--- src/serq_ram.sv ---
// Generic single-port-write, registered-read RAM.
`timescale 1ns / 1ps

module serq_ram #(
    parameter int WIDTH = 8,
    parameter int DEPTH = 64
) (
    input  logic                     clk,
    input  logic                     we,
    input  logic [$clog2(DEPTH)-1:0] waddr,
    input  logic [WIDTH-1:0]         wdata,
    input  logic                     re,
    input  logic [$clog2(DEPTH)-1:0] raddr,
    output logic [WIDTH-1:0]         rdata
);

    logic [WIDTH-1:0] mem [DEPTH];
    logic [WIDTH-1:0] rdata_reg;

    always_ff @(posedge clk)
    begin
        if (we)
        begin
            mem[waddr] <= wdata;
        end
        if (re)
        begin
            rdata_reg <= mem[raddr];
        end
    end

    assign rdata = rdata_reg;

endmodule

--- config.mk ---
export PLATFORM = sky130hd
export DESIGN_NAME = serq_ram
export DESIGN_NICKNAME = d
export VERILOG_FILES = /design/src/serq_ram.sv
export SDC_FILE = /design/constraint.sdc
export NUM_CORES = 1
export LEC_CHECK = 0
export ABC_AREA = 1
export BUFFER_PORTS_ARGS = -buffer_cell sky130_fd_sc_hd__buf_2
export CELL_PAD_IN_SITES_DETAIL_PLACEMENT = 1
export CELL_PAD_IN_SITES_GLOBAL_PLACEMENT = 2
export CORE_AREA = 2 2 160 318
export CTS_CLUSTER_DIAMETER = 60
export CTS_CLUSTER_SIZE = 10
export DETAILED_ROUTE_END_ITERATION = 12
export DIE_AREA = 0 0 162 320
export HOLD_SLACK_MARGIN = 0.1
export PLACE_DENSITY = 0.86
export SYNTH_ARGS = -nofsm -noshare
export SYNTH_HDL_FRONTEND = slang
export SYNTH_SLANG_ARGS = --single-unit
--- constraint.sdc ---
create_clock -name clk -period 4.4 [get_ports clk]
set_clock_uncertainty 0.05 [all_clocks]
set_input_delay 0.44 -clock clk [delete_from_list [all_inputs] [get_ports clk]]
set_output_delay 0.44 -clock clk [all_outputs]
set_load 0.05 [all_outputs]
---- Yosys cells after proc, flatten, opt, wreduce, memory -nomap -nowiden ----
Memory sizes are Yosys's and may differ from the RTL's. A register that Yosys moved wholly into a read port is not among the register bits.
Cells that the tools add are included.
storage, ports and cells
  register bits ........................... 0
  bits in latches ......................... 0
  RAM bits ................................ 512
  ROM bits ................................ 0
  input bits .............................. 23
  output and inout port bits .............. 8
  word-level logic and storage cells ...... 3
  memories kept ........................... 1
cells by class
  $add $sub $neg .......................... 0
  multiply operators ...................... 0
  divide/modulo/power cells ............... 0
  $lt $le $gt $ge ......................... 0
  equality and inequality tests ........... 0
  shift-type cells ........................ 0
  mux-type cells .......................... 2
  bitwise operators ....................... 0
  reduce and logical (&&, ||, !) cells .... 0
memories
  name  depth  width  rd ports  clocked after Yosys merged registers in  wr ports  line  RTL
  mem   64     8      1         1                                        1         17    logic [WIDTH-1:0] mem [DEPTH];
operators with widths
  cell     number
  $mux W1  2

---- Depth between registers and ports, before layout ----
  word-level depth ........................ 2
  mapped depth ............................ 12
  mapped depth without buffers ............ 9

---- Least setup slack after synthesis ----
No wires, ideal clock.
  path type ............................... input port to flip-flop
  from .................................... input we
  to ...................................... memory mem[48][0] (enable)
  setup time .............................. 0.395 ns
  arrival time ............................ 1.811 ns
  data required time ...................... 3.955 ns
  path slack .............................. 2.144 ns
  stages .................................. 3
  buffers on the path ..................... 1
  path through ............................ clkbuf_1 > nand4_1 > nor4_1
between the ends
  word-level cells in the longest chain between the ends .. 2
RTL lines
  element                        line  RTL
  from (decl)                    9     input logic we,
  $mux W1                        22    if (we)
  $mux W1 (implied by the code)  24    mem[waddr] <= wdata;
  to (decl)                      17
No other way between the ends.

---- Worst setup path after layout ----
  from .................................... input waddr[1]
  to ...................................... memory mem[13][4] (enable)
RTL lines
  element      line  RTL
  from (decl)  10    input logic [$clog2(DEPTH)-1:0] waddr,
No word-level cell before the write port.

==> flow_summary.json <==
{
  "outcome": "finished, final reports clean",
  "synth_area_per_cell_sq_um": 11.87,
  "io_pins": 31,
  "synthToLayoutAreaGrowth_pct": 9.235,
  "cts_resized": 0,
  "hold_class": "input port to flop",
  "p_per_area_mw_per_mm2": 438.1,
  "finalCritPeriodShare": 0.5798,
  "diodes": 0,
  "fp.dieArea_sq_mm": 0.05184,
  "max_freq_mhz": 392.0,
  "via_per_inst": 5.575,
  "setup_ws_ns": 1.849,
  "largest_reg_flops": 512,
  "final_core_util": 0.4755,
  "placed_cell_area_sq_mm": 0.02191,
  "row_count": 115,
  "dr.pass1.iters": 5,
  "tns_ns": 0,
  "synthDistinctLibCells": 15,
  "clk_latency_ns": 0.60,
  "ctsHoldBuffers": 0,
  "cts_setup_buffers": 0,
  "track_usage": 0.2318,
  "grt_pass1_vias": 14580,
  "h-tree-depth": 2,
  "pre_cts_slack_ns": 1.276,
  "synth_top_area_cell": "edfxtp_1",
  "die_h_microns": 320,
  "criticalPathCategory": "input port to flop",
  "final_common_cell": "nand2_1",
  "clock-sinks": 520,
  "synth_compound_area_frac": 0,
  "critPathRequiredTime_ns": 4.57,
  "synth_fa_ha_area_frac": 0,
  "ys_seq_area_frac": 0.7290,
  "routabilityCongestion": 0.8194,
  "dpl.hpwl_microns": 36560,
  "nNetsFinal": 1842,
  "p_total_mw": 10.25,
  "ys_warn_count": 0,
  "ctsLongestPathBuffers": 3,
  "grt_overflow_total": 0,
  "io_buffers": 30,
  "synth_area_sq_mm": 0.02142,
  "path_max_fanout": 9,
  "layout_common_cells": "nand2_1 (648), edfxtp_1 (520), nand3_1 (439), clkbuf_16 (59), nor2_1 (56)",
  "drtIter0Drc": 823,
  "end_kind": "flop",
  "cts_tree": "done",
  "fin_crit_ns": 2.551,
  "grt_pass1_wl_microns": 88810,
  "cts-root-buf": "clkbuf_16",
  "grt_max_degree": 155,
  "rsz0062_at_grt": "no",
  "detail-route-antenna-nets": 0,
  "cp-start-kind": "input port",
  "leakagePower_nw": 8.324,
  "coreArea_sq_mm": 0.04921,
  "timing.final.hold_violations": 0,
  "synth_mux_area_frac": 0,
  "wirelength_microns": 59080,
  "synth_top_family_by_area": "simple AND/OR/NAND/NOR gates",
  "synth_simple_gate_area_frac": 0.2309,
  "syn_inst": 1805,
  "numCtsBuffers": 57,
  "relSlewSlack": 0.2486,
  "drv_cap": 0,
  "synthTopCellsByArea": "edfxtp_1 (73%), nand2_1 (11%), nand3_1 (10%)",
  "antenna_found_initial": 1,
  "syn_nets": 1828,
  "worst_ir_drop_vdd_uv": 302.3,
  "ys_ff_latch": 520,
  "drv_slew": 0,
  "vias": 13730,
  "cp.arrival_ns": 2.72,
  "drc_errors": 0,
  "start_util": 0.4353,
  "path_clk_slew_ns": 0.06,
  "synth-xor-area-share": 0,
  "die_x_microns": 162,
  "drive_above_1_share": 0.07198,
  "final_area_sq_mm": 0.02340,
  "worstMarginPinSlew_ns": 1.124,
  "setup_viol": 0,
  "wire_per_inst_microns": 23.99,
  "fillerInstances": 5210,
  "synthDominantCellAreaShare": 0.7290
}
## final timing paths
check                                     startpoint                    to  slack (ns)  cells past startpoint
worst min-delay path                              re    rdata[5]$_DFFE_PP_        0.16                      1
worst max register to register  mem[39][1]$_DFFE_PP_    rdata[1]$_DFFE_PP_        2.77                      8
worst max-delay path                        waddr[1]  mem[13][4]$_DFFE_PP_        1.85                      4
worst min register to register  mem[16][0]$_DFFE_PP_    rdata[0]$_DFFE_PP_        0.87                      8
## cell families after synthesis
group / Yosys count
flops: 520
simple gates: 1160
buf+inv: 125
## per-stage QoR
| stage | std cells | hold WS (ns) |
|---|---|---|
| global placement | 2403 | 0.7490 |
| detailed placement | 2403 | 0.7580 |
| CTS | 2463 | 0.1294 |
| floorplan | 1805 | 0.4889 |
| global route | 2463 | 0.1499 |
| finish | 2463 | 0.1631 |
## power by group
group	total (mW)	switching (mW)	internal [mW]
sequential	5.51	0.0117	5.50
clock	4.06	1.74	2.33
combinational	0.677	0.528	0.150
total	10.3	2.28	7.98
## routing by layer
metal,GRT usage,up-vias,part of all wire
met1,0.2561,6875,0.36
li1,-,6333,-
met2,0.4192,353,0.53
met3,0.02892,168,0.040
met4,0.1422,2,0.064
met5,0,-,0.00022
## worst max-delay path, stage by stage
cell and delay, ns:
buf_2 0.15, inv_1 0.21, nand4_1 0.91, nor2_1 1.00
## synth_stat cells
library cell and n:
nand2_1 648, edfxtp_1 520, nand3_1 439, nor2_1 56, buf_2 37, buf_6 35
clkbuf_1 15, buf_4 14, buf_1 10, inv_1 10, nand4_1 9, nor4_1 8
buf_8 2, inv_2 1, inv_6 1
## layout make-up
cell class	instances	area, sq um	share of cell area
Sequential cell	520	15620	0.6674
Clock buffer	59	1476	0.06310
Timing Repair Buffer	68	494.2	0.02112
Tap cell	643	804.5	0.03439
Multi-Input combinational cell	1160	4946	0.2114
Clock inverter	1	8.758	0.0003743
Inverter	12	52.55	0.002246
Note: power is estimated with default switching activity, not from simulation.
