`src/serq_pkg.sv`:
```
// Shared types and constants for the sorted event range query core.
`timescale 1ns / 1ps

package serq_pkg;

    localparam int DATE_W       = 48;
    localparam int ID_W         = 32;
    localparam int USER_W       = 32;
    localparam int NUM_TAG_REGS = 4;
    localparam int MAX_TAGS     = 4;
    localparam int ACTIVE_MAX   = (MAX_TAGS < NUM_TAG_REGS) ? MAX_TAGS : NUM_TAG_REGS;
    localparam int TAG_CNT_W    = 3;
    localparam int CFG_IDX_W    = 3;
    localparam int ACTION_W     = 2;
    localparam int STATUS_W     = 2;

    localparam logic [ACTION_W-1:0] ACT_LOAD  = 2'd0;
    localparam logic [ACTION_W-1:0] ACT_QUERY = 2'd1;
    localparam logic [ACTION_W-1:0] ACT_CLEAR = 2'd2;

    localparam logic [STATUS_W-1:0] STAT_RECORD = 2'd0;
    localparam logic [STATUS_W-1:0] STAT_EMPTY  = 2'd1;
    localparam logic [STATUS_W-1:0] STAT_NO_TAG = 2'd2;

    localparam logic [CFG_IDX_W-1:0] REG_TAG_COUNT = 3'd0;
    localparam logic [CFG_IDX_W-1:0] REG_TAG_ZERO  = 3'd1;
    localparam logic [CFG_IDX_W-1:0] REG_TAG_ONE   = 3'd2;
    localparam logic [CFG_IDX_W-1:0] REG_TAG_TWO   = 3'd3;
    localparam logic [CFG_IDX_W-1:0] REG_TAG_THREE = 3'd4;

    // date sits in the low bits so the record maps straight onto tdata
    typedef struct packed {
        logic [USER_W-1:0] user;
        logic [ID_W-1:0]   id;
        logic [DATE_W-1:0] date;
    } rec_t;

    localparam int REC_W = $bits(rec_t);

    typedef struct packed {
        logic we;
        logic re;
    } ram_ctl_t;

    typedef enum logic [2:0] {
        ST_IDLE,
        ST_PROBE,
        ST_CMP,
        ST_EMPTY,
        ST_SCAN_RD,
        ST_SCAN_CHK,
        ST_FLUSH
    } state_t;

endpackage

```
`src/serq_ctrl.sv`:
```
// Sequencer: table loads, two bound searches, range scan and output register.
`timescale 1ns / 1ps

module serq_ctrl #(
    parameter int DEPTH = 64
) (
    input  logic                        clk,
    input  logic                        rst_n,
    input  logic                        in_valid,
    output logic                        in_ready,
    input  logic [serq_pkg::ACTION_W-1:0] in_action,
    input  serq_pkg::rec_t              in_rec,
    input  logic [serq_pkg::DATE_W-1:0] in_end_date,
    output logic                        out_valid,
    input  logic                        out_ready,
    output serq_pkg::rec_t              out_rec,
    output logic [serq_pkg::STATUS_W-1:0] out_status,
    output logic                        out_last,
    output serq_pkg::ram_ctl_t          ram_ctl,
    output logic [$clog2(DEPTH)-1:0]    ram_addr,
    input  serq_pkg::rec_t              ram_rdata,
    input  logic                        rd_match
);

    import serq_pkg::*;

    localparam int ADDR_W = $clog2(DEPTH);
    localparam int CNT_W  = $clog2(DEPTH + 1);

    state_t                state_reg, state_next;
    logic [CNT_W-1:0]      cnt_reg, cnt_next;
    logic [CNT_W-1:0]      lo_reg, lo_next;
    logic [CNT_W-1:0]      hi_reg, hi_next;
    logic [CNT_W-1:0]      first_reg, first_next;
    logic [DATE_W-1:0]     key_lo_reg, key_lo_next;
    logic [DATE_W-1:0]     key_hi_reg, key_hi_next;
    logic                  upper_reg, upper_next;
    rec_t                  pend_reg, pend_next;
    logic                  pend_valid_reg, pend_valid_next;
    rec_t                  out_rec_reg, out_rec_next;
    logic [STATUS_W-1:0]   out_status_reg, out_status_next;
    logic                  out_last_reg, out_last_next;
    logic                  out_valid_reg, out_valid_next;

    logic [CNT_W:0]        mid_sum;
    logic [CNT_W-1:0]      mid;
    logic                  out_free;
    logic                  below;
    logic [DATE_W-1:0]     key;

    assign mid_sum  = {1'b0, lo_reg} + {1'b0, hi_reg};
    assign mid      = mid_sum[CNT_W:1];
    assign out_free = !out_valid_reg || out_ready;
    assign key      = upper_reg ? key_hi_reg : key_lo_reg;
    assign below    = upper_reg ? (ram_rdata.date <= key) : (ram_rdata.date < key);

    assign in_ready   = (state_reg == ST_IDLE);
    assign out_valid  = out_valid_reg;
    assign out_rec    = out_rec_reg;
    assign out_status = out_status_reg;
    assign out_last   = out_last_reg;

    // next state
    always_comb
    begin
        state_next = state_reg;
        unique case (state_reg)
            ST_IDLE:
            begin
                if (in_valid && in_action == ACT_QUERY)
                begin
                    state_next = ST_PROBE;
                end
            end
            ST_PROBE:
            begin
                if (lo_reg < hi_reg)
                begin
                    state_next = ST_CMP;
                end
                else if (upper_reg)
                begin
                    state_next = (first_reg >= lo_reg) ? ST_EMPTY : ST_SCAN_RD;
                end
            end
            ST_CMP:
            begin
                state_next = ST_PROBE;
            end
            ST_EMPTY:
            begin
                if (out_free)
                begin
                    state_next = ST_IDLE;
                end
            end
            ST_SCAN_RD:
            begin
                state_next = (lo_reg < hi_reg) ? ST_SCAN_CHK : ST_FLUSH;
            end
            ST_SCAN_CHK:
            begin
                if (!rd_match || !pend_valid_reg || out_free)
                begin
                    state_next = ST_SCAN_RD;
                end
            end
            ST_FLUSH:
            begin
                if (out_free)
                begin
                    state_next = ST_IDLE;
                end
            end
            default:
            begin
                state_next = ST_IDLE;
            end
        endcase
    end

    // datapath and outputs
    always_comb
    begin
        cnt_next        = cnt_reg;
        lo_next         = lo_reg;
        hi_next         = hi_reg;
        first_next      = first_reg;
        key_lo_next     = key_lo_reg;
        key_hi_next     = key_hi_reg;
        upper_next      = upper_reg;
        pend_next       = pend_reg;
        pend_valid_next = pend_valid_reg;
        out_rec_next    = out_rec_reg;
        out_status_next = out_status_reg;
        out_last_next   = out_last_reg;
        out_valid_next  = out_valid_reg && !out_ready;
        ram_ctl         = '0;
        ram_addr        = lo_reg[ADDR_W-1:0];
        unique case (state_reg)
            ST_IDLE:
            begin
                if (in_valid)
                begin
                    unique case (in_action)
                        ACT_LOAD:
                        begin
                            ram_addr = cnt_reg[ADDR_W-1:0];
                            if (cnt_reg < CNT_W'(DEPTH))
                            begin
                                ram_ctl.we = 1'b1;
                                cnt_next   = cnt_reg + 1'b1;
                            end
                        end
                        ACT_QUERY:
                        begin
                            if (in_rec.date > in_end_date)
                            begin
                                key_lo_next = in_end_date;
                                key_hi_next = in_rec.date;
                            end
                            else
                            begin
                                key_lo_next = in_rec.date;
                                key_hi_next = in_end_date;
                            end
                            upper_next      = 1'b0;
                            lo_next         = '0;
                            hi_next         = cnt_reg;
                            pend_valid_next = 1'b0;
                        end
                        ACT_CLEAR:
                        begin
                            cnt_next = '0;
                        end
                        default:
                        begin
                        end
                    endcase
                end
            end
            ST_PROBE:
            begin
                ram_addr = mid[ADDR_W-1:0];
                if (lo_reg < hi_reg)
                begin
                    ram_ctl.re = 1'b1;
                end
                else if (!upper_reg)
                begin
                    first_next = lo_reg;
                    upper_next = 1'b1;
                    lo_next    = '0;
                    hi_next    = cnt_reg;
                end
                else
                begin
                    // scan runs from the lower bound up to the upper one
                    lo_next = first_reg;
                end
            end
            ST_CMP:
            begin
                if (below)
                begin
                    lo_next = mid + 1'b1;
                end
                else
                begin
                    hi_next = mid;
                end
            end
            ST_EMPTY:
            begin
                if (out_free)
                begin
                    out_valid_next  = 1'b1;
                    out_rec_next    = '0;
                    out_status_next = STAT_EMPTY;
                    out_last_next   = 1'b1;
                end
            end
            ST_SCAN_RD:
            begin
                if (lo_reg < hi_reg)
                begin
                    ram_ctl.re = 1'b1;
                end
            end
            ST_SCAN_CHK:
            begin
                // one record is held back so the final one can carry last
                if (!rd_match)
                begin
                    lo_next = lo_reg + 1'b1;
                end
                else if (!pend_valid_reg || out_free)
                begin
                    if (pend_valid_reg)
                    begin
                        out_valid_next  = 1'b1;
                        out_rec_next    = pend_reg;
                        out_status_next = STAT_RECORD;
                        out_last_next   = 1'b0;
                    end
                    pend_next       = ram_rdata;
                    pend_valid_next = 1'b1;
                    lo_next         = lo_reg + 1'b1;
                end
            end
            ST_FLUSH:
            begin
                if (out_free)
                begin
                    out_valid_next  = 1'b1;
                    out_last_next   = 1'b1;
                    pend_valid_next = 1'b0;
                    if (pend_valid_reg)
                    begin
                        out_rec_next    = pend_reg;
                        out_status_next = STAT_RECORD;
                    end
                    else
                    begin
                        out_rec_next    = '0;
                        out_status_next = STAT_NO_TAG;
                    end
                end
            end
            default:
            begin
            end
        endcase
    end

    always_ff @(posedge clk or negedge rst_n)
    begin
        if (!rst_n)
        begin
            state_reg      <= ST_IDLE;
            cnt_reg        <= '0;
            lo_reg         <= '0;
            hi_reg         <= '0;
            first_reg      <= '0;
            upper_reg      <= 1'b0;
            pend_valid_reg <= 1'b0;
            out_valid_reg  <= 1'b0;
        end
        else
        begin
            state_reg      <= state_next;
            cnt_reg        <= cnt_next;
            lo_reg         <= lo_next;
            hi_reg         <= hi_next;
            first_reg      <= first_next;
            upper_reg      <= upper_next;
            pend_valid_reg <= pend_valid_next;
            out_valid_reg  <= out_valid_next;
        end
    end

    always_ff @(posedge clk)
    begin
        key_lo_reg     <= key_lo_next;
        key_hi_reg     <= key_hi_next;
        pend_reg       <= pend_next;
        out_rec_reg    <= out_rec_next;
        out_status_reg <= out_status_next;
        out_last_reg   <= out_last_next;
    end

endmodule

```
`config.mk`:
```
export PLATFORM = sky130hd
export DESIGN_NAME = serq_ctrl
export DESIGN_NICKNAME = d
export VERILOG_FILES = /design/src/serq_pkg.sv /design/src/serq_ctrl.sv
export SDC_FILE = /design/constraint.sdc
export NUM_CORES = 1
export LEC_CHECK = 0
export BUFFER_PORTS_ARGS = -buffer_cell sky130_fd_sc_hd__buf_2
export CORE_ASPECT_RATIO = 0.7
export CORE_MARGIN = 8
export CORE_UTILIZATION = 30
export DETAILED_ROUTE_END_ITERATION = 8
export GPL_TIMING_DRIVEN = 0
export PLACE_DENSITY = 0.57
export SYNTH_ARGS = -nofsm -noshare
export SYNTH_HDL_FRONTEND = slang
export SYNTH_SLANG_ARGS = --single-unit
```
`constraint.sdc`:
```
create_clock -name clk -period 16.1 [get_ports clk]
set_input_delay 1.61 -clock clk [delete_from_list [all_inputs] [get_ports clk]]
set_output_delay 1.61 -clock clk [all_outputs]
set_load 0.02 [all_outputs]
```
* Yosys cells after proc, flatten, opt, wreduce, memory -nomap -nowiden
Cells that the tools add are included.
** Storage, ports and cells
- Flip-flop bits (word level) :: 357
- Input port bits :: 279
** Operators by class
- Add/subtract/negate cells :: 4
- $lt $le $gt $ge :: 6
- Equal/unequal tests :: 25
- Mux-type cells :: 69
- Bitwise logic cells :: 2
- Reduce and logical (&&, ||, !) cells :: 32
** Operators with widths (number)
- 112-bit 2-to-1 mux :: 6
- 112-bit one-hot mux with 3 select lines :: 1
- 48-bit 2-to-1 mux :: 3
- 7-bit 2-to-1 mux :: 13
- 48-bit > comparator :: 1
- 48-bit less-or-equal comparator :: 1
- 48-bit < comparator :: 1
- 7-bit one-hot mux with 4 select lines :: 1
- 2-bit inequality test, second input constant :: 12
- 6-bit AND reduction :: 4
- 7-bit by 1-bit adder with 7-bit output, second input constant :: 3
- 1-bit 2-to-1 mux :: 21
- 7-bit one-hot mux with 3 select lines :: 1
- 3-bit 2-to-1 mux :: 6
- 3-bit one-hot mux with 6 select lines :: 1
- 2-bit 2-to-1 mux :: 7
- 7-bit one-hot mux with 2 select lines :: 1
- 6-bit 2-to-1 mux :: 2
- 6-bit one-hot mux with 2 select lines :: 1
- 4-bit AND reduction :: 3
- 3-bit == test, second input constant :: 3
- 3-bit AND reduction :: 3
- 3-bit nonzero test :: 3
- 7-bit by 7-bit adder with 8-bit output :: 1
- other kinds (22) :: 39

* Longest topological paths before layout
Gate-level depths: netlist of run 1.
- Depth after elaboration :: 6
- Gate-level depth with buffers :: 14

* Worst setup path before layout of run 1
No wires, ideal clock.
- Path type :: input port to flip-flop
- Start point :: input in_action[1] (netlist name)
- End point :: register key_hi_reg[0], enable pin
- Setup time :: 672 ps
- Arrival :: 8309 ps
- Path slack :: 7119 ps
- Stages on the path :: 1
- Buffers on the path :: 0
- Cells stage by stage :: nor3_1
** Between the ends
- Cells in the longest elaborated chain, start to end :: 2
** Ends and longest elaborated chain
- start: declaration :: RTL line serq_ctrl.sv:11 : input logic [serq_pkg::ACTION_W-1:0] in_action,
- 2-bit by 1-bit == test with 1-bit output :: RTL line serq_ctrl.sv:145 : unique case (in_action)
- 3-bit AND reduction (no line)
- end signal: assignment :: RTL line serq_ctrl.sv:305 : key_hi_reg <= key_hi_next;
- end: declaration :: RTL line serq_ctrl.sv:36 : logic [DATE_W-1:0] key_hi_reg, key_hi_next;
Every way passes these cells.
A chain may end at the register's enable or synchronous reset.

* Final worst setup path of run 1
- Start point :: register upper_reg
- End point :: register hi_reg[5]
** Between the ends
- Cells in the longest elaborated chain, start to end :: 5
** Ends and longest elaborated chain
- start: declaration :: RTL line serq_ctrl.sv:37 : logic upper_reg, upper_next;
- start signal: assignment :: RTL line serq_ctrl.sv:296 : upper_reg <= upper_next;
- 48-bit 2-to-1 mux :: RTL line serq_ctrl.sv:54 : assign key = upper_reg ? key_hi_reg : key_lo_reg;
- 48-bit < comparator / 48-bit less-or-equal comparator (equally long branches) :: RTL line serq_ctrl.sv:55 : assign below = upper_reg ? (ram_rdata.date <= key) : (ram_rdata.date < key);
- 1-bit 2-to-1 mux :: RTL line serq_ctrl.sv:55
- 2-bit inequality test (no line)
- 6-bit AND reduction (no line) (*)
- end signal: assignment :: RTL line serq_ctrl.sv:294 : hi_reg <= hi_next;
- end: declaration :: RTL line serq_ctrl.sv:33 : logic [CNT_W-1:0] hi_reg, hi_next;
Every way passes the cells marked *; elsewhere a longest branch is shown, timed or not.

==> summary.json, run 1 <==
{
  "hold_violations": 0,
  "grt_pass1_wl_microns": 70100,
  "netlist-cell-type-count": 60,
  "min_to": "out_rec[4]",
  "grt_max_degree": 65,
  "design.portCount": 404,
  "drt_first_pass_iters": 5,
  "timing.hold.worst.class": "register to register",
  "max_clock_freq_mhz": 177,
  "floorplan.die.width_microns": 301,
  "total_leakage_power_nw": 8.72,
  "min_period_over_period_pct": 35.0,
  "netlist.top_cell.by_area": "sky130_fd_sc_hd__edfxtp_1",
  "min_delay_path_depth": 1,
  "final_layout_fill_cell_count": 5380,
  "design.core.area_sq_mm": 0.0565,
  "end_kind": "register",
  "timing.rr.end": "hi_reg[5]",
  "design.die.area_sq_mm": 0.0649,
  "min-delay-start": "pend_reg[4]",
  "drt_wl_cell_microns": 19.6,
  "slew_viol_final": 0,
  "slew_headroom_pct": 24.9,
  "worst_ir_drop_vdd_mv": 0.0761,
  "cts_buffers": 39,
  "synth.avg_cell_area_sq_um": 13.8,
  "clock_skew_ns": 0.0166,
  "dominantRegCellSynth": "sky130_fd_sc_hd__edfxtp_1",
  "power_frac_seq_pct": 41.1,
  "drcViolationCount": 0,
  "power.density_mw_per_mm2": 146,
  "setup.worst_path.start_class": "register",
  "via_count": 11100,
  "yosysWarnings": 0,
  "initial_util_pct": 30.2,
  "power.total_mw": 3.09,
  "synthesis.instances": 1233,
  "worst_reg_to_reg_cells": 13,
  "timing_worst_slew_pin_value_ns": 1.13,
  "critPathMaxFanout": 10,
  "p_sw_mw": 1.04,
  "cts-htree-levels": 2,
  "setup_slack_of_the_most_critical_reg_to_reg_path_ns": 10.46,
  "r2r-start": "upper_reg",
  "clock_path_buffers": 3,
  "nNetsFinal": 2024,
  "post_drt_via_cell_ratio": 4.62,
  "postSynthRegisterBits": 357,
  "number_of_drc_markers_after_the_initial_detailed_route_iteration": 620,
  "globalplace.congestion": 0.860,
  "cts.repair_timing.setup_buffer_count": 0,
  "overflow": 0,
  "post_synth_instance_area_sq_mm": 0.0171,
  "synth_largest_type_area_fraction_pct": 56.8,
  "cp.arrival_ns": 6.05,
  "finalSetupTns_ns": 0,
  "number_of_synthesized_flops_with_an_enable_pin": 323,
  "synth-async-reset-ratio_pct": 9.52,
  "run_status": "complete, no violations",
  "setup.worst_path.class": "register to register",
  "cell_internal_pwr_mw": 2.05,
  "setup_repair_after_global_routing_missed_its_margin": "no",
  "root_buffer": "sky130_fd_sc_hd__clkbuf_16",
  "final.min_clock_period_ns": 5.64,
  "grt_pass1_vias": 11400,
  "flow.area_growth_from_synthesis_pct": 24.0,
  "yosysSeqAreaShare_pct": 61.8,
  "cts_hold_repair.buffers": 0,
  "cts.sinks": 357,
  "final_layout_size_suffix_gt1_share_pct": 30.1,
  "synth_fp_nets": 1630,
  "setup_viol_count_final": 0,
  "clk_latency_ns": 0.54,
  "power_frac_clock_pct": 27.8,
  "clk_transition_reported_paths_ns": 0.07,
  "switching_share_pct": 33.6,
  "antenna_found_initial": 18,
  "post-route-util_pct": 37.5,
  "port_buffers": 339,
  "cts_resized": 0,
  "routed_wl_microns": 47300,
  "comb_power_share_pct": 31.1,
  "final_common_cell": "sky130_fd_sc_hd__buf_2",
  "critical_path_required_ns": 16.51,
  "drv.max_cap_violation_count": 0,
  "commonest_non_fill_non_tap_cells_in_the_layout": "345 x sky130_fd_sc_hd__buf_2, 323 x sky130_fd_sc_hd__edfxtp_1, 117 x sky130_fd_sc_hd__ha_1",
  "grtUsageTotal_pct": 14.0,
  "postRouteAntennaNets": 0,
  "synth.area.top_cells": "sky130_fd_sc_hd__edfxtp_1 57%, sky130_fd_sc_hd__ha_1 8.6%, sky130_fd_sc_hd__dfrtp_1 5.0%, sky130_fd_sc_hd__mux2_2 4.4%, sky130_fd_sc_hd__and2_1 4.1%",
  "hpwl_microns": 36600,
  "tritoncts": "built",
  "die_height_microns": 216,
  "rows": 73
}
## per-layer routing
| layer | GRT usage (%) | wire, microns | vias up |
|---|---|---|---|
| li1 | - | - | 5412 |
| met1 | 18.5 | 21200 | 5293 |
| met2 | 22.2 | 21400 | 343 |
| met3 | 4.60 | 3670 | 77 |
| met4 | 3.43 | 915 | 20 |
| met5 | 0 | 135 | - |
## cells in the mapped netlist, types with 7 or more instances
library cell	number
sky130_fd_sc_hd__a21o_1	19
sky130_fd_sc_hd__a21oi_1	56
sky130_fd_sc_hd__a221oi_1	7
sky130_fd_sc_hd__a22oi_1	8
sky130_fd_sc_hd__and2_1	113
sky130_fd_sc_hd__clkbuf_1	21
sky130_fd_sc_hd__dfrtp_1	34
sky130_fd_sc_hd__edfxtp_1	323
sky130_fd_sc_hd__ha_1	117
sky130_fd_sc_hd__inv_1	82
sky130_fd_sc_hd__mux2_1	40
sky130_fd_sc_hd__mux2_2	67
sky130_fd_sc_hd__mux2i_1	55
sky130_fd_sc_hd__nand2_1	54
sky130_fd_sc_hd__nand2b_1	8
sky130_fd_sc_hd__nand3_1	13
sky130_fd_sc_hd__nand4_1	19
sky130_fd_sc_hd__nor2_1	36
sky130_fd_sc_hd__nor2b_1	8
sky130_fd_sc_hd__nor3_1	21
sky130_fd_sc_hd__o21ai_0	32
sky130_fd_sc_hd__xor2_1	7
## final cells by class
cell class                 count  area (sq um)  share of cell area, %
clock buffer                  49          1080                   5.08
antenna                        6          15.0                 0.0709
clock inverter                22           144                  0.680
multi-input combinational    756          6050                   28.6
sequential                   357         10600                   49.8
buffer                        38           184                  0.869
timing repair buffer         353          1910                   9.00
inverter                      82           308                   1.45
tap                          750           938                   4.43
## how the worst max path moves through the flow
stage	from	end	slack, ns	cells past startpoint
after floorplan	in_action[1]	key_hi_reg[0]	7.12	1
after global placement	in_action[1]	upper_reg	3.88	3
after detailed placement	upper_reg	hi_reg[5]	10.28	13
after CTS	upper_reg	hi_reg[5]	10.26	13
after global routing	upper_reg	hi_reg[0]	9.99	13
final	upper_reg	hi_reg[5]	10.46	13
## critical path: stages (launching register included)
cell                       delay [ns]
sky130_fd_sc_hd__dfrtp_1         0.32
sky130_fd_sc_hd__clkbuf_1        0.25
sky130_fd_sc_hd__buf_1           0.69
sky130_fd_sc_hd__buf_1           0.87
sky130_fd_sc_hd__mux2i_1         0.24
sky130_fd_sc_hd__ha_1            0.38
sky130_fd_sc_hd__nand4_1         0.26
sky130_fd_sc_hd__nor4_1          0.59
sky130_fd_sc_hd__nand2b_1        0.10
sky130_fd_sc_hd__o22ai_1         0.25
sky130_fd_sc_hd__a211oi_1        0.20
sky130_fd_sc_hd__nand2b_1        0.23
sky130_fd_sc_hd__a211oi_2        0.72
sky130_fd_sc_hd__mux2_2          0.41
## cell families (layout without fill, tap and decap cells)
family                   count (synthesis)  count (layout)  synth area share (%)
XOR/XNOR                                13              13                 0.667
adder cells (fa/ha/maj)                118             118                  8.69
AND/OR/NAND/NOR                        299             299                  9.57
AO/OA/AOI/OAI                          164             164                  6.11
multiplexers                           162             162                  10.3
other                                    0               6                     0
flip-flops                             357             357                  61.8
buffers and inverters                  120             544                  2.88
## metrics by stage
stage	setup slack, ns	cell area (sq um)	cells	hold WS, ns
detailed placement	10.28	19900	2336	0.501
global route	9.99	21200	2410	0.527
finish	10.46	21200	2413	0.503
global placement	3.88	19700	2322	0.498
CTS	10.26	21200	2407	0.509
floorplan	7.12	17100	1233	0.497
## power by group through the flow
stage	clock [mW]	sequential, mW	combinational [mW]
3_5_place_dp	0	1.29	0.972
3_3_place_gp	0	1.33	0.928
4_1_cts	0.891	1.27	0.980
6_report	0.859	1.27	0.963
5_1_grt	0.923	1.28	1.06
2_1_floorplan	0	1.40	0.524
Note: power is estimated with default switching activity, not from simulation.
==> run 2, diff against run 1 <==
==> constraint.sdc (replaced) <==
create_clock -name clk -period 5.5 [get_ports clk]
set_input_delay 0.55 -clock clk [delete_from_list [all_inputs] [get_ports clk]]
set_output_delay 0.55 -clock clk [all_outputs]
set_load 0.02 [all_outputs]
==> run 2 against run 1 <==
Net effect: register-to-register slack got worse by 10 ns; sequential cell count unchanged; final area increased by 0.98%; global-route usage about the same; count of clock-buffer cells in the layout increased by 7; worst hold slack got worse by 0.39 ns; routed wire length increased by 0.43%; combinational power increased to 3.0 times the previous value; sequential power increased to 2.9 times the previous value; via count increased by 1.4%; non-clock buffer count decreased by 3; largest cell class unchanged.
==> summary.json, run 2 (same netlist as run 1, synthesis figures left out) <==
{
  "run_status": {"value": "complete, no violations", "change": "unchanged"},
  "switching_share": {"value": 33.0, "unit": "%", "change": "was 33.6%"},
  "dpl.cell_count": {"value": 2333, "change": "was 2,336"},
  "setup_viol_count_final": {"value": 0, "change": "unchanged"},
  "setup_slack_of_the_most_critical_reg_to_reg_path": {"value": 0.51, "unit": "ns", "change": "was 10.46 ns"},
  "setup.worst_path.start_class": {"value": "register", "change": "unchanged"},
  "power_frac_seq": {"value": 39.9, "unit": "%", "change": "was 41.1%"},
  "tritoncts": {"value": "built", "change": "unchanged"},
  "drcViolationCount": {"value": 0, "change": "unchanged"},
  "total_leakage_power": {"value": 8.80, "unit": "nW", "change": "was 8.72 nW"},
  "timing.critical_path.from": {"value": "upper_reg", "change": "unchanged"},
  "setup.worst_path.class": {"value": "register to register", "change": "unchanged"},
  "end_kind": {"value": "register", "change": "unchanged"},
  "port_buffers": {"value": 339, "change": "unchanged"},
  "cp.arrival": {"value": 5.42, "unit": "ns", "change": "was 6.05 ns"},
  "design.die.area": {"value": 0.0649, "unit": "sq mm", "change": "unchanged"},
  "timing.rr.end": {"value": "hi_reg[0]", "change": "was hi_reg[5]"},
  "final_layout_size_suffix_gt1_share": {"value": 30.0, "unit": "%", "change": "was 30.1%"},
  "root_buffer": {"value": "sky130_fd_sc_hd__clkbuf_16", "change": "unchanged"},
  "routed_wl": {"value": 47500, "unit": "microns", "change": "was 47,300 microns"},
  "overflow": {"value": 0, "change": "unchanged"},
  "die_height": {"value": 216, "unit": "microns", "change": "unchanged"},
  "cts_buffers": {"value": 41, "change": "was 39"},
  "rows": {"value": 73, "change": "unchanged"},
  "commonest_non_fill_non_tap_cells_in_the_layout": {"value": "345 x sky130_fd_sc_hd__buf_2, 323 x sky130_fd_sc_hd__edfxtp_1, 117 x sky130_fd_sc_hd__ha_1", "change": "unchanged"},
  "hpwl": {"value": 36900, "unit": "microns", "change": "was 36,600 microns"},
  "cts.repair_timing.setup_buffer_count": {"value": 0, "change": "unchanged"},
  "clk_latency": {"value": 0.55, "unit": "ns", "change": "was 0.54 ns"},
  "clock_path_buffers": {"value": 3, "change": "unchanged"},
  "crit_chain": {"value": "clkbuf_1 > clkdlybuf4s15_2 > buf_1 > mux2i_1 > ha_1 > nand4_1 > nand3b_1 > a21o_1 > o211ai_1 > a211oi_1 > nand2b_1 > a211oi_4 > mux2_2", "change": "was clkbuf_1 > buf_1 > buf_1 > mux2i_1 > ha_1 > nand4_1 > nor4_1 > nand2b_1 > o22ai_1 > a211oi_1 > nand2b_1 > a211oi_2 > mux2_2"},
  "critPathMaxFanout": {"value": 10, "change": "unchanged"},
  "clock_skew": {"value": 0.0115, "unit": "ns", "change": "was 0.0166 ns"},
  "drv.max_cap_violation_count": {"value": 0, "change": "unchanged"},
  "comb_power_share": {"value": 30.8, "unit": "%", "change": "was 31.1%"},
  "post_drt_via_cell_ratio": {"value": 4.67, "change": "was 4.62"},
  "drt_first_pass_iters": {"value": 7, "change": "was 5"},
  "floorplan.die.width": {"value": 301, "unit": "microns", "change": "unchanged"},
  "grt_pass1_wl": {"value": 70100, "unit": "microns", "change": "about the same"},
  "setup_repair_after_global_routing_missed_its_margin": {"value": "no", "change": "unchanged"},
  "cell_internal_pwr": {"value": 6.24, "unit": "mW", "change": "was 2.05 mW"},
  "critical_path_required": {"value": 5.93, "unit": "ns", "change": "was 16.51 ns"},
  "design.core.area": {"value": 0.0565, "unit": "sq mm", "change": "unchanged"},
  "hold_violations": {"value": 0, "change": "unchanged"},
  "flow.area_growth_from_synthesis": {"value": 25.3, "unit": "%", "change": "was 24.0%"},
  "final.hold.worst_slack": {"value": 0.108, "unit": "ns", "change": "was 0.503 ns"},
  "clk_transition_reported_paths": {"value": 0.06, "unit": "ns", "change": "was 0.07 ns"},
  "via_count": {"value": 11300, "change": "was 11,100"},
  "slew_viol_final": {"value": 0, "change": "unchanged"},
  "worst_ir_drop_vdd": {"value": 0.199, "unit": "mV", "change": "was 0.0761 mV"},
  "power.density": {"value": 436, "unit": "mW/mm^2", "change": "was 146 mW/mm^2"},
  "grtUsageTotal": {"value": 14.1, "unit": "%", "change": "was 14.0%"},
  "power_frac_clock": {"value": 29.3, "unit": "%", "change": "was 27.8%"},
  "grt_pass1_vias": {"value": 11400, "change": "about the same"},
  "max_clock_freq": {"value": 200, "unit": "MHz", "change": "was 177 MHz"},
  "cts-htree-levels": {"value": 2, "change": "unchanged"},
  "final.min_clock_period": {"value": 4.99, "unit": "ns", "change": "was 5.64 ns"},
  "p_sw": {"value": 3.07, "unit": "mW", "change": "was 1.04 mW"},
  "globalplace.congestion": {"value": 0.857, "change": "was 0.860"},
  "timing.hold.worst.class": {"value": "input pin to async pin", "change": "was register to register"},
  "slew_headroom": {"value": 6.72, "unit": "%", "change": "was 24.9%"},
  "nNetsFinal": {"value": 2023, "change": "was 2,024"},
  "number_of_drc_markers_after_the_initial_detailed_route_iteration": {"value": 795, "change": "was 620"},
  "instances_no_fill": {"value": 2417, "change": "was 2,413"},
  "final_common_cell": {"value": "sky130_fd_sc_hd__buf_2", "change": "unchanged"},
  "min_period_over_period": {"value": 90.7, "unit": "%", "change": "was 35.0%"},
  "design.portCount": {"value": 404, "change": "unchanged"},
  "postRouteAntennaNets": {"value": 0, "change": "unchanged"},
  "initial_util": {"value": 30.2, "unit": "%", "change": "unchanged"},
  "cts_hold_repair.buffers": {"value": 0, "change": "unchanged"},
  "r2r-start": {"value": "upper_reg", "change": "unchanged"},
  "grt_max_degree": {"value": 66, "change": "was 65"},
  "antenna_found_initial": {"value": 21, "change": "was 18"},
  "timing_worst_slew_pin_value": {"value": 1.39, "unit": "ns", "change": "was 1.13 ns"},
  "worst_reg_to_reg_cells": {"value": 13, "change": "unchanged"},
  "timing.critical_path.slowest_stage_cell": {"value": "sky130_fd_sc_hd__buf_1", "change": "unchanged"},
  "drt_wl_cell": {"value": 19.6, "unit": "microns", "change": "about the same"},
  "cts.sinks": {"value": 357, "change": "unchanged"},
  "slowest_delay": {"value": 0.77, "unit": "ns", "change": "was 0.87 ns"}
}
[run 2: cell types whose count changed in the layout (fill, tap and decap cells not counted), moves of 3 or more]
cell / delta
sky130_fd_sc_hd__buf_16: +6
sky130_fd_sc_hd__bufinv_16: +3
sky130_fd_sc_hd__clkbuf_1: +5
sky130_fd_sc_hd__diode_2: +3
sky130_fd_sc_hd__buf_6: -9
[run 2: cell type report]
type	instances	area (sq um)
well taps	750	938
clock inverters	19	193
repair buffers	350	1960
inverters	82	308
plain buffers	38	199
clock buffers	56	1140
diodes	9	22.5
flip-flops and latches	357	10600
fillers	5453	35200
multi-input cells	756	6070
[run 2: how the worst max path moves through the flow]
stage / endpoint / slack [ns] / cells after the start
floorplan: key_hi_reg[0] / 0.37 / 4
global placement: key_hi_reg[8] / -1.67 / 4
detailed placement: hi_reg[0] / -0.37 / 13
CTS: hi_reg[0] / 0.27 / 13
global route: hi_reg[0] / 0.12 / 13
finish: hi_reg[0] / 0.51 / 13
[run 2: routing by layer]
metal  up-vias  track usage (%)  wire length [microns]
met5         -                0                    155
met4        22             4.23                   1270
met3        92             4.68                   4000
met2       380             21.9                  21000
met1      5402             18.5                  21100
li1       5402                -                      -
[run 2: power by group through the flow]
stage | clock network [mW] | registers [mW] | logic (mW)
floorplan | 0 | 4.05 | 1.54
global placement | 0 | 3.85 | 2.73
detailed placement | 0 | 3.77 | 2.88
finish | 2.73 | 3.72 | 2.87
CTS | 2.83 | 3.72 | 2.90
global route | 2.92 | 3.76 | 3.14
[run 2: worst max-delay path, delay by kind of cell, from the launching register on]
family          cells  cell delay, ns
compound gates      4            1.27
mux                 2            0.63
simple gates        3            0.72
fa+ha+maj           1            0.36
flops               1            0.32
buf+inv             3            1.55
[run 2: through the flow]
step	total power, mW	instance area (sq um)	TNS [ns]	utilization (%)	setup slack, ns
after CTS	9.45	21400	0	37.8	0.268
after global placement	6.58	19700	-351.28	34.9	-1.67
after global routing	9.82	21400	0	37.8	0.122
after detailed placement	6.66	20000	-1.86	35.4	-0.373
after floorplan	5.59	17100	0	-	0.373
final	9.31	21400	0	37.8	0.509
[run 2: timing repair]
item | 4_1_cts | 5_1_grt
gates resized for setup | 4 | 1
pin swaps | 0 | 1
endpoints found under the setup margin | 11 | 3
==> run 3, diff against run 2 <==
--- a/config.mk
+++ b/config.mk
@@ -10,8 +10,8 @@
 export CORE_MARGIN = 8
 export CORE_UTILIZATION = 30
 export DETAILED_ROUTE_END_ITERATION = 8
-export GPL_TIMING_DRIVEN = 0
 export PLACE_DENSITY = 0.57
+export RECOVER_POWER = 100
 export SYNTH_ARGS = -nofsm -noshare
 export SYNTH_HDL_FRONTEND = slang
 export SYNTH_SLANG_ARGS = --single-unit
==> run 3 against run 2 <==
Net effect: the flow now finishes with violations (max-capacitance violations, max-slew violations); first-iteration DRC count is 40% lower; clock skew hardly changed; critical path type unchanged; non-clock buffer count is 38 lower; largest power group unchanged; fmax is 9.2% higher; critical path depth is 3 lower; final area is 3.6% lower; final cell count is 1.9% lower; die area stayed put; largest cell class unchanged; count of clock-buffer cells in the layout is 6 lower; highest routed layer unchanged.
==> summary.json, run 3 (same netlist as run 1, synthesis figures left out) <==
{
  "timing_worst_slew_pin_value": {"value": 2.87, "unit": "ns", "change": "was 1.39 ns"},
  "postRouteAntennaNets": {"value": 0, "change": "unchanged"},
  "violations": "max-capacitance violations, max-slew violations",
  "number_of_drc_markers_after_the_initial_detailed_route_iteration": {"value": 479, "change": "was 795"},
  "hpwl": {"value": 33900, "unit": "microns", "change": "was 36,900 microns"},
  "critPathMaxFanout": {"value": 51, "change": "was 10"},
  "design.portCount": {"value": 404, "change": "unchanged"},
  "rows": {"value": 73, "change": "unchanged"},
  "setup_repair_after_global_routing_missed_its_margin": {"value": "no", "change": "unchanged"},
  "p_sw": {"value": 2.95, "unit": "mW", "change": "was 3.07 mW"},
  "drt_first_pass_iters": {"value": 7, "change": "unchanged"},
  "clock_skew": {"value": 0.0112, "unit": "ns", "change": "was 0.0115 ns"},
  "cp.arrival": {"value": 4.99, "unit": "ns", "change": "was 5.42 ns"},
  "worst_reg_to_reg_cells": {"value": 10, "change": "was 13"},
  "setup.worst_path.start_class": {"value": "register", "change": "unchanged"},
  "placement.cell_area": {"value": 0.0197, "unit": "sq mm", "change": "was 0.0200 sq mm"},
  "slowest_delay": {"value": 1.08, "unit": "ns", "change": "was 0.77 ns"},
  "design.die.area": {"value": 0.0649, "unit": "sq mm", "change": "unchanged"},
  "cts_hold_repair.buffers": {"value": 0, "change": "unchanged"},
  "cts.repair_timing.setup_buffer_count": {"value": 0, "change": "unchanged"},
  "cts_buffers": {"value": 39, "change": "was 41"},
  "timing.critical_path.slowest_stage_cell": {"value": "sky130_fd_sc_hd__dfrtp_4", "change": "was sky130_fd_sc_hd__buf_1"},
  "crit_chain": {"value": "mux2i_1 > ha_1 > nand4_1 > nor4_1 > nand2b_1 > o22ai_1 > a211oi_1 > nand2b_1 > a211oi_2 > mux2_2", "change": "was clkbuf_1 > clkdlybuf4s15_2 > buf_1 > mux2i_1 > ha_1 > nand4_1 > nand3b_1 > a21o_1 > o211ai_1 > a211oi_1 > nand2b_1 > a211oi_4 > mux2_2"},
  "setup_viol_count_final": {"value": 0, "change": "unchanged"},
  "power_frac_seq": {"value": 43.6, "unit": "%", "change": "was 39.9%"},
  "flow.area_growth_from_synthesis": {"value": 20.7, "unit": "%", "change": "was 25.3%"},
  "slew_viol_final": {"value": 408, "change": "was 0"},
  "final.hold.worst_slack": {"value": 0.182, "unit": "ns", "change": "was 0.108 ns"},
  "run_status": {"value": "complete, but fails checks", "change": "was complete, no violations"},
  "hold_violations": {"value": 0, "change": "unchanged"},
  "grt_max_degree": {"value": 87, "change": "was 66"},
  "min_delay_path_depth": 1,
  "overflow": {"value": 0, "change": "unchanged"},
  "worst_ir_drop_vdd": {"value": 0.219, "unit": "mV", "change": "was 0.199 mV"},
  "nNetsFinal": {"value": 1983, "change": "was 2,023"},
  "grt_pass1_vias": {"value": 11400, "change": "about the same"},
  "final_layout_fill_cell_count": {"value": 5534, "change": "was 5,453"},
  "total_leakage_power": {"value": 7.99, "unit": "nW", "change": "was 8.80 nW"},
  "clock_path_buffers": {"value": 3, "change": "unchanged"},
  "design.core.area": {"value": 0.0565, "unit": "sq mm", "change": "unchanged"},
  "antenna_found_initial": {"value": 24, "change": "was 21"},
  "port_buffers": {"value": 339, "change": "unchanged"},
  "min_period_over_period": {"value": 83.1, "unit": "%", "change": "was 90.7%"},
  "max_clock_freq": {"value": 219, "unit": "MHz", "change": "was 200 MHz"},
  "end_kind": {"value": "register", "change": "unchanged"},
  "cts.sinks": {"value": 357, "change": "unchanged"},
  "routed_wl": {"value": 45300, "unit": "microns", "change": "was 47,500 microns"},
  "grt_pass1_wl": {"value": 68200, "unit": "microns", "change": "was 70,100 microns"},
  "via_count": {"value": 11100, "change": "was 11,300"},
  "tritoncts": {"value": "built", "change": "unchanged"},
  "comb_power_share": {"value": 27.4, "unit": "%", "change": "was 30.8%"},
  "postLayoutCellArea": {"value": 0.0206, "unit": "sq mm", "change": "was 0.0214 sq mm"},
  "drv.max_cap_violation_count": {"value": 8, "change": "was 0"},
  "commonest_non_fill_non_tap_cells_in_the_layout": {"value": "323 x sky130_fd_sc_hd__edfxtp_1, 197 x sky130_fd_sc_hd__clkbuf_1, 157 x sky130_fd_sc_hd__buf_2", "change": "was 345 x sky130_fd_sc_hd__buf_2, 323 x sky130_fd_sc_hd__edfxtp_1, 117 x sky130_fd_sc_hd__ha_1"},
  "switching_share": {"value": 33.2, "unit": "%", "change": "was 33.0%"},
  "die_height": {"value": 216, "unit": "microns", "change": "unchanged"},
  "power_frac_clock": {"value": 29.0, "unit": "%", "change": "was 29.3%"},
  "critPathMostFrequentCell": "sky130_fd_sc_hd__nand2b_1",
  "setup.worst_path.class": {"value": "register to register", "change": "unchanged"},
  "cts-htree-levels": {"value": 2, "change": "unchanged"},
  "root_buffer": {"value": "sky130_fd_sc_hd__clkbuf_16", "change": "unchanged"},
  "timing.hold.worst.class": {"value": "input pin to register", "change": "was input pin to async pin"},
  "floorplan.die.width": {"value": 301, "unit": "microns", "change": "unchanged"},
  "cts_resized": {"value": 0, "change": "was 4"},
  "clk_latency": {"value": 0.54, "unit": "ns", "change": "was 0.55 ns"},
  "power.density": {"value": 431, "unit": "mW/mm^2", "change": "was 436 mW/mm^2"},
  "post_drt_via_cell_ratio": {"value": 4.67, "change": "about the same"},
  "grtUsageTotal": {"value": 13.5, "unit": "%", "change": "was 14.1%"},
  "finalSetupTns": {"value": 0, "unit": "ns", "change": "unchanged"},
  "drt_wl_cell": {"value": 19.1, "unit": "microns", "change": "was 19.6 microns"},
  "final.min_clock_period": {"value": 4.57, "unit": "ns", "change": "was 4.99 ns"},
  "cell_internal_pwr": {"value": 5.94, "unit": "mW", "change": "was 6.24 mW"},
  "final_common_cell": {"value": "sky130_fd_sc_hd__edfxtp_1", "change": "was sky130_fd_sc_hd__buf_2"},
  "clk_transition_reported_paths": {"value": 0.06, "unit": "ns", "change": "about the same"},
  "initial_util": {"value": 30.2, "unit": "%", "change": "unchanged"},
  "globalplace.congestion": {"value": 0.868, "change": "was 0.857"},
  "critical_path_required": {"value": 5.92, "unit": "ns", "change": "was 5.93 ns"},
  "drcViolationCount": {"value": 0, "change": "unchanged"},
  "slew_headroom": {"value": -91.2, "unit": "%", "change": "was 6.72%"},
  "final_layout_size_suffix_gt1_share": {"value": 17.9, "unit": "%", "change": "was 30.0%"}
}
run 3: path summary, 6_finish.rpt:
kind / startpoint / endpoint / slack, ns
worst max-delay path: upper_reg / hi_reg[4] / 0.93
worst min-delay path: ram_rdata[81] / pend_reg[81] / 0.18
worst max register to register: upper_reg / hi_reg[4] / 0.93
worst min register to register: pend_reg[77] / out_rec[77] / 0.51
max in group asynchronous: rst_n / upper_reg / 3.48
min in group asynchronous: rst_n / pend_valid_reg / 0.58
run 3: power by group through the flow:
stage | clock (mW) | combinational (mW) | sequential [mW]
finish | 2.58 | 2.43 | 3.87
floorplan | 0 | 1.54 | 4.05
CTS | 2.69 | 2.59 | 3.84
global placement | 0 | 2.53 | 3.88
detailed placement | 0 | 2.57 | 3.90
global route | 2.78 | 2.71 | 3.93
run 3: critical path: cells and delay by family (launching register included):
| kind | cells | cell delay (ns) |
|---|---|---|
| adder cells (fa/ha/maj) | 1 | 0.36 |
| flip-flops | 1 | 1.08 |
| AND/OR/NAND/NOR | 4 | 1.19 |
| AO/OA/AOI/OAI | 3 | 1.11 |
| multiplexers | 2 | 0.66 |
run 3: area by class of cell:
class	instances	area, sq um	share of cell area (%)
Inverter	82	308	1.49
Sequential cell	357	10600	51.2
Clock inverter	18	169	0.820
Antenna cell	9	22.5	0.109
Clock buffer	50	1070	5.19
Tap cell	750	938	4.55
Multi-Input combinational cell	756	6030	29.3
Timing Repair Buffer	350	1520	7.36
run 3: metal layers:
metal  vias to the layer above  routed length [microns]  share of wire [%]  global-route usage (%)
li1                       5325                        -                  -                       -
met3                        95                     3990                8.8                    4.70
met2                       346                    20100                 44                    21.2
met1                      5286                    20200                 45                    17.7
met4                        28                      867                1.9                    3.38
met5                         -                      185               0.41                       0
run 3: through the flow:
stage / setup WS [ns] / util (%) / power, mW / std cells
after global placement: 0.915 / 34.8 / 6.41 / 2295
after CTS: 0.865 / 37.0 / 9.12 / 2363
after floorplan: 0.373 / - / 5.59 / 1233
after detailed placement: 0.877 / 34.8 / 6.47 / 2295
after global routing: 0.576 / 36.4 / 9.42 / 2365
final: 0.931 / 36.5 / 8.89 / 2372
